$ cat src/hw/rtl/spectral_peak_frequency_core_defines.svh
// ---------------------------------------------------------------------------
// Assertion macros for the spectral peak frequency core
// ---------------------------------------------------------------------------
`ifndef SPECTRAL_PEAK_FREQUENCY_CORE_DEFINES_SVH
`define SPECTRAL_PEAK_FREQUENCY_CORE_DEFINES_SVH

// Check a property on every rising edge outside reset.
`define SPF_ASSERT(lbl, prop, msg) \
  lbl: assert property (@(posedge clk_i) disable iff (!rst_ni) prop) else $error(msg);

// Check a property on every rising edge, reset included.
`define SPF_ASSERT_ALWAYS(lbl, prop, msg) \
  lbl: assert property (@(posedge clk_i) prop) else $error(msg);

`endif

$ cat src/hw/rtl/spf_pkg.sv
// ---------------------------------------------------------------------------
// spf_pkg
// Shared types and constants of the spectral peak frequency core.
// ---------------------------------------------------------------------------
package spf_pkg;

  localparam int unsigned RATE_W  = 18;
  localparam int unsigned LOG2_W  = 4;
  localparam int unsigned CHAN_W  = 4;
  localparam int unsigned FREQ_W  = 21;
  localparam int unsigned CFG_W   = 18;
  localparam int unsigned CIDX_W  = 2;

  localparam logic [FREQ_W-1:0] FREQ_MAX = {FREQ_W{1'b1}};

  // Configuration register indexes
  localparam logic [CIDX_W-1:0] CFG_RATE_HZ       = 2'd0;
  localparam logic [CIDX_W-1:0] CFG_FFT_LOG2      = 2'd1;
  localparam logic [CIDX_W-1:0] CFG_CHANNEL_COUNT = 2'd2;

  localparam logic [RATE_W-1:0] RESET_RATE_HZ       = 18'd44100;
  localparam logic [LOG2_W-1:0] RESET_FFT_LOG2      = 4'd10;
  localparam logic [CHAN_W-1:0] RESET_CHANNEL_COUNT = 4'd1;

  typedef struct packed {
    logic [RATE_W-1:0] rate_hz;
    logic [LOG2_W-1:0] fft_log2;
    logic [CHAN_W-1:0] channel_count;
  } cfg_t;

  typedef struct packed {
    logic full;
    logic empty;
  } fifo_status_t;

endpackage

$ cat src/hw/rtl/spf_front.sv
// ---------------------------------------------------------------------------
// spf_front
// Accepts FFT bins, tracks the running peak and queues one job per frame.
// ---------------------------------------------------------------------------
module spf_front #(
  parameter int unsigned BIN_W = 12
) (
  input  logic                 clk_i,
  input  logic                 rst_ni,
  input  logic                 accept_i,
  input  logic signed [15:0]   real_part_i,
  input  logic signed [15:0]   imag_part_i,
  input  logic                 last_bin_i,
  output logic                 push_o,
  output logic [BIN_W-1:0]     push_bin_o
);

  logic signed [31:0] sq_re;
  logic signed [31:0] sq_im;
  logic [31:0]        mag;
  logic               greater;
  logic [31:0]        best_mag_q, best_mag_d;
  logic [BIN_W-1:0]   best_bin_q, best_bin_d;
  logic [BIN_W-1:0]   cnt_q, cnt_d;

  assign sq_re   = 32'(real_part_i) * 32'(real_part_i);
  assign sq_im   = 32'(imag_part_i) * 32'(imag_part_i);
  assign mag     = 32'(sq_re) + 32'(sq_im);
  assign greater = mag > best_mag_q;

  assign push_o     = accept_i && last_bin_i;
  assign push_bin_o = greater ? cnt_q : best_bin_q;

  always_comb begin
    best_mag_d = best_mag_q;
    best_bin_d = best_bin_q;
    cnt_d      = cnt_q;
    if (accept_i) begin
      if (last_bin_i) begin
        // drop the frame state once the job is queued
        best_mag_d = '0;
        best_bin_d = '0;
        cnt_d      = '0;
      end else begin
        if (greater) begin
          best_mag_d = mag;
          best_bin_d = cnt_q;
        end
        if (cnt_q != {BIN_W{1'b1}}) begin
          cnt_d = cnt_q + 1'b1;
        end
      end
    end
  end

  always_ff @(posedge clk_i or negedge rst_ni) begin
    if (!rst_ni) begin
      best_mag_q <= '0;
      best_bin_q <= '0;
      cnt_q      <= '0;
    end else begin
      best_mag_q <= best_mag_d;
      best_bin_q <= best_bin_d;
      cnt_q      <= cnt_d;
    end
  end

endmodule

$ cat src/hw/rtl/spf_fifo.sv
// ---------------------------------------------------------------------------
// spf_fifo
// Two-entry job queue between the peak tracker and the frequency scaler.
// ---------------------------------------------------------------------------
module spf_fifo #(
  parameter int unsigned WIDTH = 38
) (
  input  logic                 clk_i,
  input  logic                 rst_ni,
  input  logic                 push_i,
  input  logic [WIDTH-1:0]     wdata_i,
  input  logic                 pop_i,
  output logic [WIDTH-1:0]     rdata_o,
  output spf_pkg::fifo_status_t status_o
);

  localparam int unsigned DEPTH = 2;
  localparam int unsigned PTR_W = $clog2(DEPTH);
  localparam int unsigned CNT_W = $clog2(DEPTH + 1);

  logic [WIDTH-1:0] mem_q [DEPTH];
  logic [PTR_W-1:0] wr_ptr_q, rd_ptr_q;
  logic [CNT_W-1:0] count_q;

  assign rdata_o        = mem_q[rd_ptr_q];
  assign status_o.full  = count_q == CNT_W'(DEPTH);
  assign status_o.empty = count_q == '0;

  always_ff @(posedge clk_i) begin
    if (push_i) begin
      mem_q[wr_ptr_q] <= wdata_i;
    end
  end

  always_ff @(posedge clk_i or negedge rst_ni) begin
    if (!rst_ni) begin
      wr_ptr_q <= '0;
      rd_ptr_q <= '0;
      count_q  <= '0;
    end else begin
      if (push_i) begin
        wr_ptr_q <= (wr_ptr_q == PTR_W'(DEPTH - 1)) ? '0 : wr_ptr_q + 1'b1;
      end
      if (pop_i) begin
        rd_ptr_q <= (rd_ptr_q == PTR_W'(DEPTH - 1)) ? '0 : rd_ptr_q + 1'b1;
      end
      if (push_i && !pop_i) begin
        count_q <= count_q + 1'b1;
      end else if (pop_i && !push_i) begin
        count_q <= count_q - 1'b1;
      end
    end
  end

endmodule

$ cat src/hw/rtl/spf_back.sv
// ---------------------------------------------------------------------------
// spf_back
// Scales the peak bin to a frequency and holds the result for the sink.
// ---------------------------------------------------------------------------
module spf_back #(
  parameter int unsigned BIN_W = 12
) (
  input  logic                            clk_i,
  input  logic                            rst_ni,
  input  spf_pkg::fifo_status_t           status_i,
  input  logic [BIN_W-1:0]                bin_i,
  input  spf_pkg::cfg_t                   cfg_i,
  output logic                            pop_o,
  output logic                            out_valid_o,
  input  logic                            out_stall_i,
  output logic [spf_pkg::FREQ_W-1:0]      peak_frequency_o,
  output logic [BIN_W-1:0]                peak_bin_o
);

  localparam int unsigned PROD_W   = BIN_W + spf_pkg::RATE_W;
  localparam int unsigned SCALED_W = PROD_W + spf_pkg::CHAN_W;

  typedef enum logic {
    S_IDLE,
    S_SCALE
  } state_e;

  state_e                      state_q;
  logic                        out_valid_q;
  logic [spf_pkg::FREQ_W-1:0]  freq_q;
  logic [BIN_W-1:0]            bin_out_q;
  logic [PROD_W-1:0]           prod_q;
  logic [spf_pkg::LOG2_W-1:0]  shift_q;
  logic [spf_pkg::CHAN_W-1:0]  chan_q;
  logic [BIN_W-1:0]            bin_q;
  logic [PROD_W-1:0]           prod;
  logic [PROD_W-1:0]           shifted;
  logic [SCALED_W-1:0]         scaled;
  logic [spf_pkg::FREQ_W-1:0]  freq_sat;
  logic                        slot_free;

  assign pop_o     = (state_q == S_IDLE) && !status_i.empty;
  assign prod      = PROD_W'(bin_i) * PROD_W'(cfg_i.rate_hz);
  assign shifted   = prod_q >> shift_q;
  assign scaled    = SCALED_W'(shifted) * SCALED_W'(chan_q);
  assign freq_sat  = (scaled > SCALED_W'(spf_pkg::FREQ_MAX)) ?
                     spf_pkg::FREQ_MAX : scaled[spf_pkg::FREQ_W-1:0];
  assign slot_free = !out_valid_q || !out_stall_i;

  assign out_valid_o      = out_valid_q;
  assign peak_frequency_o = freq_q;
  assign peak_bin_o       = bin_out_q;

  always_ff @(posedge clk_i or negedge rst_ni) begin
    if (!rst_ni) begin
      state_q     <= S_IDLE;
      out_valid_q <= 1'b0;
      freq_q      <= '0;
      bin_out_q   <= '0;
      prod_q      <= '0;
      shift_q     <= '0;
      chan_q      <= '0;
      bin_q       <= '0;
    end else begin
      if (pop_o) begin
        prod_q  <= prod;
        shift_q <= cfg_i.fft_log2;
        chan_q  <= cfg_i.channel_count;
        bin_q   <= bin_i;
      end
      unique case (state_q)
        S_IDLE: begin
          if (!out_stall_i) begin
            out_valid_q <= 1'b0;
          end
          if (!status_i.empty) begin
            state_q <= S_SCALE;
          end
        end
        S_SCALE: begin
          // hold the job until the output register frees up
          if (slot_free) begin
            out_valid_q <= 1'b1;
            freq_q      <= freq_sat;
            bin_out_q   <= bin_q;
            state_q     <= S_IDLE;
          end
        end
        default: state_q <= S_IDLE;
      endcase
    end
  end

endmodule

$ cat src/hw/rtl/spectral_peak_frequency_core.sv
// ---------------------------------------------------------------------------
// spectral_peak_frequency_core
// Running peak search over FFT bins, reporting peak bin and its frequency.
// ---------------------------------------------------------------------------
//  channel | direction | handshake              | payload
//  in      | sink      | in_valid_i / in_stall_o | real_part_i, imag_part_i, last_bin_i
//  out     | source    | out_valid_o / out_stall_i | peak_frequency_o, peak_bin_o
//  cfg     | sink      | cfg_we_i               | cfg_index_i, cfg_data_i
//
// One bin is taken per cycle while in_stall_o is low; the peak compare runs in
// the front stage. Each last bin queues one job; the scaler multiplies as it
// pops a job, then shifts, scales and saturates into the output register, and
// pops the next job only after that. in_stall_o rises while the two-entry queue
// is full. Reset loads the default configuration and clears the frame state.
// A stalled result holds in the output register while the scaler waits.
// ---------------------------------------------------------------------------
`include "spectral_peak_frequency_core_defines.svh"

module spectral_peak_frequency_core #(
  parameter int unsigned MAX_FFT_LOG2 = 12
) (
  input  logic                            clk_i,
  input  logic                            rst_ni,
  input  logic                            cfg_we_i,
  input  logic [spf_pkg::CIDX_W-1:0]      cfg_index_i,
  input  logic [spf_pkg::CFG_W-1:0]       cfg_data_i,
  input  logic                            in_valid_i,
  output logic                            in_stall_o,
  input  logic signed [15:0]              real_part_i,
  input  logic signed [15:0]              imag_part_i,
  input  logic                            last_bin_i,
  output logic                            out_valid_o,
  input  logic                            out_stall_i,
  output logic [spf_pkg::FREQ_W-1:0]      peak_frequency_o,
  output logic [MAX_FFT_LOG2-1:0]         peak_bin_o
);

  localparam int unsigned BIN_W = MAX_FFT_LOG2;
  localparam int unsigned JOB_W = BIN_W + $bits(spf_pkg::cfg_t);

  spf_pkg::cfg_t         cfg_q, cfg_d;
  spf_pkg::cfg_t         job_cfg;
  spf_pkg::fifo_status_t fifo_status;
  logic                  accept;
  logic                  push;
  logic                  pop;
  logic [BIN_W-1:0]      push_bin;
  logic [BIN_W-1:0]      job_bin;
  logic [JOB_W-1:0]      job_rdata;

  always_comb begin
    cfg_d = cfg_q;
    if (cfg_we_i) begin
      unique case (cfg_index_i)
        spf_pkg::CFG_RATE_HZ:
          cfg_d.rate_hz = cfg_data_i[spf_pkg::RATE_W-1:0];
        spf_pkg::CFG_FFT_LOG2:
          cfg_d.fft_log2 = cfg_data_i[spf_pkg::LOG2_W-1:0];
        spf_pkg::CFG_CHANNEL_COUNT:
          cfg_d.channel_count = cfg_data_i[spf_pkg::CHAN_W-1:0];
        default: cfg_d = cfg_q;
      endcase
    end
  end

  always_ff @(posedge clk_i or negedge rst_ni) begin
    if (!rst_ni) begin
      cfg_q.rate_hz       <= spf_pkg::RESET_RATE_HZ;
      cfg_q.fft_log2      <= spf_pkg::RESET_FFT_LOG2;
      cfg_q.channel_count <= spf_pkg::RESET_CHANNEL_COUNT;
    end else begin
      cfg_q <= cfg_d;
    end
  end

  assign in_stall_o = fifo_status.full;
  assign accept     = in_valid_i && !in_stall_o;

  spf_front #(
    .BIN_W (BIN_W)
  ) u_front (
    .clk_i       (clk_i),
    .rst_ni      (rst_ni),
    .accept_i    (accept),
    .real_part_i (real_part_i),
    .imag_part_i (imag_part_i),
    .last_bin_i  (last_bin_i),
    .push_o      (push),
    .push_bin_o  (push_bin)
  );

  // snapshot the configuration along with each job
  spf_fifo #(
    .WIDTH (JOB_W)
  ) u_fifo (
    .clk_i    (clk_i),
    .rst_ni   (rst_ni),
    .push_i   (push),
    .wdata_i  ({push_bin, cfg_q}),
    .pop_i    (pop),
    .rdata_o  (job_rdata),
    .status_o (fifo_status)
  );

  assign job_bin = job_rdata[JOB_W-1 -: BIN_W];
  assign job_cfg = job_rdata[$bits(spf_pkg::cfg_t)-1:0];

  spf_back #(
    .BIN_W (BIN_W)
  ) u_back (
    .clk_i            (clk_i),
    .rst_ni           (rst_ni),
    .status_i         (fifo_status),
    .bin_i            (job_bin),
    .cfg_i            (job_cfg),
    .pop_o            (pop),
    .out_valid_o      (out_valid_o),
    .out_stall_i      (out_stall_i),
    .peak_frequency_o (peak_frequency_o),
    .peak_bin_o       (peak_bin_o)
  );

  `SPF_ASSERT(a_push_not_full, push |-> !fifo_status.full, "job pushed into a full queue")
  `SPF_ASSERT(a_pop_not_empty, pop |-> !fifo_status.empty, "job popped from an empty queue")
  `SPF_ASSERT(a_result_after_pop, $rose(out_valid_o) |-> $past(pop, 2), "result without job")
  `SPF_ASSERT_ALWAYS(a_reset_idle, !rst_ni |-> !out_valid_o, "result valid during reset")

endmodule
$ cat config.mk
export PLATFORM = sky130hd
export DESIGN_NAME = spectral_peak_frequency_core
export DESIGN_NICKNAME = d
export VERILOG_FILES = /design/src/hw/rtl/spf_pkg.sv /design/src/hw/rtl/spf_front.sv /design/src/hw/rtl/spf_fifo.sv /design/src/hw/rtl/spf_back.sv /design/src/hw/rtl/spectral_peak_frequency_core.sv
export VERILOG_INCLUDE_DIRS = /design/src /design/src/hw/rtl
export SDC_FILE = /design/constraint.sdc
export NUM_CORES = 2
export LEC_CHECK = 0
export BUFFER_PORTS_ARGS = -buffer_cell sky130_fd_sc_hd__buf_4
export CORE_MARGIN = 2
export CORE_UTILIZATION = 30
export DETAILED_ROUTE_END_ITERATION = 12
export GPL_ROUTABILITY_DRIVEN = 0
export PLACE_DENSITY = 0.43
export SKIP_CTS_REPAIR_TIMING = 1
export SYNTH_ARGS = -nofsm -noshare
export SYNTH_HDL_FRONTEND = slang
export SYNTH_SLANG_ARGS = --single-unit
export TNS_END_PERCENT = 20
$ cat constraint.sdc
create_clock -name clk_i -period 19.4 [get_ports clk_i]
set_input_delay 1.94 -clock clk_i [delete_from_list [all_inputs] [get_ports clk_i]]
set_output_delay 1.94 -clock clk_i [all_outputs]
set_load 0.01 [all_outputs]
* Word level (Yosys, flattened, before mapping)
Memory sizes are Yosys's and may differ from the RTL's.
Cells that the tools add are included.
** Storage, ports and cells
- Flip-flop bits (word level) :: 171
- RAM bits :: 76
- Input bits :: 58
- Output and inout bits :: 35
- Logic and storage cells :: 81
- Memories kept :: 1
** Operators by class
- Add/subtract/negate cells :: 6
- Multipliers :: 4
- Order comparisons :: 2
- Equal/unequal tests :: 6
- Shift-type cells :: 1
- Mux-type cells :: 19
- Bitwise gates (word level) :: 1
- Reduce and logical (&&, ||, !) cells :: 24
** Memory list
- u_fifo.mem_q :: depth 2, width 38, read ports 1, clocked after Yosys merged registers in 0, write ports 1, RTL line spf_fifo.sv:21 : logic [WIDTH-1:0] mem_q [DEPTH];
** Operator list (number)
- multiplier 16 x 16 -> 32 bit :: 2
- 2-to-1 mux 32 bit :: 2
- 2-to-1 mux 12 bit :: 4
- > comparator 34 x 21 -> 1 bit (second input constant) :: 1
- multiplier 30 x 4 -> 34 bit :: 1
- adder 32 bit :: 1
- > comparator 32 bit :: 1
- multiplier 12 x 18 -> 30 bit :: 1
- >> shifter 30 x 4 -> 30 bit :: 1
- 2-to-1 mux 21 bit :: 1
- AND reduction 2 bit :: 7
- adder 12 x 1 -> 12 bit (second input constant) :: 1
- != test 12 bit (second input constant) :: 1
- 2-to-1 mux 1 bit :: 8
- zero test 1 bit :: 6
- nonzero test 2 bit :: 3
- logical AND 1 bit :: 5
- == test 2 bit (second input constant) :: 2
- zero test 2 bit :: 2
- 2-to-1 mux 2 bit :: 2
- != test 2 bit (second input constant) :: 2
- case mux 1 bit (2 select lines) :: 2
- adder 1 bit (second input constant) :: 2
- adder 2 x 1 -> 2 bit (second input constant) :: 1
- other kinds (4) :: 4

* Longest topological paths before layout
- Depth in word-level cells :: 8
- Depth in mapped cells :: 40
- Depth with buffers taken out :: 37

* By module
A second synthesis with hierarchy kept.
** Unflattened totals
- Cells, all modules :: 4138
- Area total of the unflattened synthesis :: 39793.2 sq um
** Modules (own cells, without submodules)
- spf_front :: times used 1, cells an instance 2192, area each 20978.9 sq um, seq. area each 1401.3 sq um
- spf_back :: times used 1, cells an instance 1754, area each 14781.7 sq um, seq. area each 2127.0 sq um
- spf_fifo :: times used 1, cells an instance 134, area each 2975.4 sq um, seq. area each 2382.3 sq um
- spectral_peak_frequency_core :: times used 1, cells an instance 58, area each 1057.3 sq um, seq. area each 661.9 sq um

* Least setup slack after synthesis
Ideal clock, no wire load.
- Kind :: input -> register
- Start point :: input port imag_part_i[0]
- End point :: register u_front.best_bin_q[10]
- Setup time :: 121 ps
- Arrival :: 10789 ps
- Data required time :: 19279 ps
- Path slack :: 8490 ps
- Stages on the path :: 37
- Buffers on the path :: 4
- Cells stage by stage :: clkbuf_1 > clkbuf_1 > nand2_1 > fa_1 > inv_1 > fa_1 > inv_1 > fa_1 > inv_1 > fa_1 > fa_1 > fa_1 > fa_1 > inv_1 > fa_1 > inv_1 > ha_1 > clkbuf_1 > a21oi_1 > o21ai_0 > a221oi_1 > o21ai_0 > a21oi_1 > o2bb2ai_1 > o41a_1 > xnor2_1 > ha_1 > nand4_1 > nor2_1 > nand3_1 > nor3_1 > nand2_1 > nor4_1 > a21o_1 > buf_2 > mux2_2 > a22o_1
** On the way
- Longest elaborated chain between the ends :: 5
** RTL lines
- start: declaration :: RTL line spectral_peak_frequency_core.sv:30 : input logic signed [15:0] imag_part_i,
- multiplier 16 x 16 -> 32 bit :: RTL line spf_front.sv:27 : assign sq_im = 32'(imag_part_i) * 32'(imag_part_i);
- adder 32 bit :: RTL line spf_front.sv:28 : assign mag = 32'(sq_re) + 32'(sq_im);
- > comparator 32 bit :: RTL line spf_front.sv:29 : assign greater = mag > best_mag_q;
- 2-to-1 mux 12 bit
- net push_bin[10] :: RTL line spectral_peak_frequency_core.sv:47 : logic [BIN_W-1:0] push_bin;
- 2-to-1 mux 12 bit
- end signal: assignment :: RTL line spf_front.sv:63 : best_bin_q <= best_bin_d;
- end: declaration :: RTL line spf_front.sv:23 : logic [BIN_W-1:0] best_bin_q, best_bin_d;
The timed path passes the listed nets, and every way through them passes these cells.
A chain may end at the register's enable or synchronous reset.

* Final worst setup path
- Start point :: input port imag_part_i[15]
- End point :: register u_front.best_mag_q[5]
** On the way
- Longest elaborated chain between the ends :: 5
** RTL lines
- multiplier 16 x 16 -> 32 bit :: RTL line spf_front.sv:27
- adder 32 bit :: RTL line spf_front.sv:28
- > comparator 32 bit :: RTL line spf_front.sv:29
- nonzero test 2 bit (no source line)
- AND reduction 2 bit (no source line)
- end signal: assignment :: RTL line spf_front.sv:62 : best_mag_q <= best_mag_d;
- end: declaration :: RTL line spf_front.sv:22 : logic [31:0] best_mag_q, best_mag_d;
Every way passes these cells.

==> summary.md <==
| Metric | Value |
|---|---|
| Run status | complete, no violations |
| Initial core utilization | 30.2% |
| Worst setup EP type | flop |
| Synth unique cells | 77 |
| Number of flops mapped to enable cells by yosys | 76 |
| Async set-or-reset flop fraction in the synthesized netlist | 69.2% |
| Total number of vias | 26100 |
| Diodes inserted | 0 |
| Post-Place Worst Slack | 6710 ps |
| Final wirelength | 99.6 mm |
| Post-Syn Instances | 3992 |
| Area Overhead vs Synth | 9.31% |
| Initial antenna violation count | 3 |
| Routed Antenna Nets | 0 |
| CTS Buf Count | 29 |
| Post-synth top flop | dfrtp_1 |
| Final setup violation count | 0 |
| RSZ-0062 raised after global routing | false |
| Sequential area share after synthesis | 16.8% |
| Reg2reg end | u_back.prod_q[28] |
| Final worst path period share | 62.4% |
| Worst Path Arrival | 12630 ps |
| Yosys reg bits | 247 |
| Fin. Hold Viols | 0 |
| Die Ht | 365 um |
| DR iter-0 viols | 1311 |
| Worst Tran Pin Value | 1220 ps |
| Final std cells w/o fill | 5779 |
| Fmax | 82.6 MHz |
| GRT Residual Overflow | 0 |
| Clock skew | 11.4 ps |
| DP HPWL | 82.4 mm |
| Remaining DRCs | 0 |
| Site Rows | 132 |
| Final worst-path setup slack | 7290 ps |
| WL/cell | 17.2 um |
| Syn nets | 5076 |
| Hold-critical path depth | 0 |
| Full die area | 0.133 mm2 |
| Number of global-route vias before repair | 27700 |
| Yosys warns | 0 |
| Inst Count DP | 5725 |
| Core area | 0.129 mm2 |
| H-tree levels | 1 |
| Min-delay src | cfg_q[6] |
| Die width | 365 um |
| Critical Path RT | 19920 ps |
| Hold Path Class | flop to flop |
| Layout Nets | 5098 |
| Crit path buf inv count | 6 |
| Initial DRT Pass Iterations | 5 |
| Synthesized area per cell | 9.78 um2 |
| Worst r2r src | u_fifo.rd_ptr_q |
| CTS tree | yes |
| Crit path kind | input pin to flop |
| I/O pin count | 93 |
| CP Launch Type | input pin |
| Slowest cell on crit path | a21o_1 |
| Share of post-route cells with drive strength above 1 | 7.90% |
| Setup TNS | 0 ps |
| Vias/cell | 4.51 |
| Max cap viols | 0 |
| Mapped Area | 0.0390 mm2 |
| Hold Path Sink | u_fifo.mem_q[1][6] |
| First-pass GRT wire length | 160 mm |
| Reg clk slew, reported paths | 60 ps |
| Largest net degree at the start of global routing | 72 |
| Top delay family on crit path | adder cells |
| Worst reg2reg setup slack | 11600 ps |
| Final Max Slew Viols | 0 |
| Buffers added on ports | 92 |
| Total global-route track usage | 15.4% |
| Worst-case clock buffer depth | 3 |
| # fillers | 13500 |
| Crit-path max cell delay | 1020 ps |
| Clk_lat worst skew | 590 ps |
| Clock sink count | 247 |
| Slew margin rel. | 19.0% |
| Cell mode on critical path | fa_1 |
| Fin crit period | 12110 ps |
| Crit path max fanout | 32 |
| R2r worst-path depth | 23 |
| Root Driver | clkbuf_16 |
synthesized netlist by cell type (17+ instances only):
master / instances / area, um2
fa_1: 736 / 14700
nand4_1: 17 / 106
dfrtp_1: 162 / 4050
o21a_1: 20 / 150
nor2_1: 218 / 818
edfxtp_1: 76 / 2280
nor2b_1: 28 / 175
clkbuf_1: 105 / 394
nand2_1: 438 / 1640
ha_1: 290 / 3630
a21o_1: 44 / 330
and2_1: 116 / 726
inv_1: 924 / 3470
xor2_1: 43 / 377
a21oi_2: 20 / 175
a22o_1: 44 / 385
o21ai_0: 85 / 425
nor3_1: 28 / 140
xnor2_1: 70 / 613
nand2b_1: 44 / 275
mux2i_1: 69 / 691
mux2_2: 90 / 1010
a21oi_1: 102 / 510
worst max-delay path by stage:
stage	startpoint	to	slack, ps	cells after the start
after global placement	imag_part_i[15]	u_front.best_mag_q[11]	6850	34
after global routing	imag_part_i[15]	u_front.best_mag_q[12]	6600	34
after detailed placement	imag_part_i[15]	u_front.best_mag_q[25]	6710	34
after floorplan	imag_part_i[0]	u_front.best_bin_q[10]	8490	37
after CTS	imag_part_i[15]	u_front.best_mag_q[9]	7330	34
final	imag_part_i[15]	u_front.best_mag_q[5]	7290	34
stage by stage:
step	instance area [um2]	hold WS, ps	util, %
2_1_floorplan	39000	437	-
3_3_place_gp	41700	444	32.2
3_5_place_dp	41700	454	32.2
4_1_cts	42700	470	33.0
5_1_grt	42700	482	33.0
6_report	42700	460	33.0
layout by cell type (no fill, tap or decap), types with 43 or more instances in the layout:
cell type	netlist	routed
inv_1	924	924
mux2i_1	69	65
nor2_1	218	218
fa_1	736	736
edfxtp_1	76	76
o21ai_0	85	85
dfrtp_1	162	161
xnor2_1	70	70
a22o_1	44	44
nand2b_1	44	44
a21oi_1	102	102
buf_4	0	114
nand2_1	438	438
ha_1	290	290
xor2_1	43	43
a21o_1	44	44
mux2_2	90	90
and2_1	116	115
cells by family (layout without fill, tap and decap cells):
kind of cell	count (synthesis)	count (layout)	share of synthesized area (%)
buffers and inverters	1051	1096	10.2
adders and majority gates	1026	1026	47.1
and+or+nand+nor	957	957	11.1
AOI/OAI and AO/OA	428	428	7.33
DFF	247	247	16.8
muxes	169	169	4.94
xor gates and xnor gates	113	113	2.54
other	1	1	0.00961
area by class of cell:
cell class / count / area (um2) / share of cell area [%]
inverters: 927 / 3480 / 8.16
repair buffers: 115 / 870 / 2.04
clock inverters: 17 / 198 / 0.463
flip-flops and latches: 247 / 6580 / 15.4
clock buffers: 37 / 796 / 1.87
multi-input cells: 2694 / 28600 / 67.0
well taps: 1742 / 2180 / 5.11
registers in the layout (all words and copies together), names as in the netlist:
signal,flops
u_fifo.mem_q,76
u_front.best_mag_q,32
u_back.prod_q,30
cfg_q,26
u_back.peak_frequency_o,21
u_back.bin_q,12
u_back.peak_bin_o,12
u_front.best_bin_q,12
u_front.cnt_q,12
u_back.chan_q,4
u_back.shift_q,4
u_fifo.count_q,2
u_back.out_valid_o,1
u_back.state_q,1
u_fifo.rd_ptr_q,1
u_fifo.wr_ptr_q,1
per-layer routing:
metal / vias to the layer above / wire, um / GRT usage (%)
li1: 12400 / - / -
met1: 13300 / 47800 / 22.5
met2: 352 / 47700 / 25.7
met3: 62 / 2750 / 1.09
met4: 2 / 1350 / 2.01
met5: - / 7 / 0
Power is not shown: default switching activity piles up to over one toggle a cycle in this logic, so the estimate is an artifact.
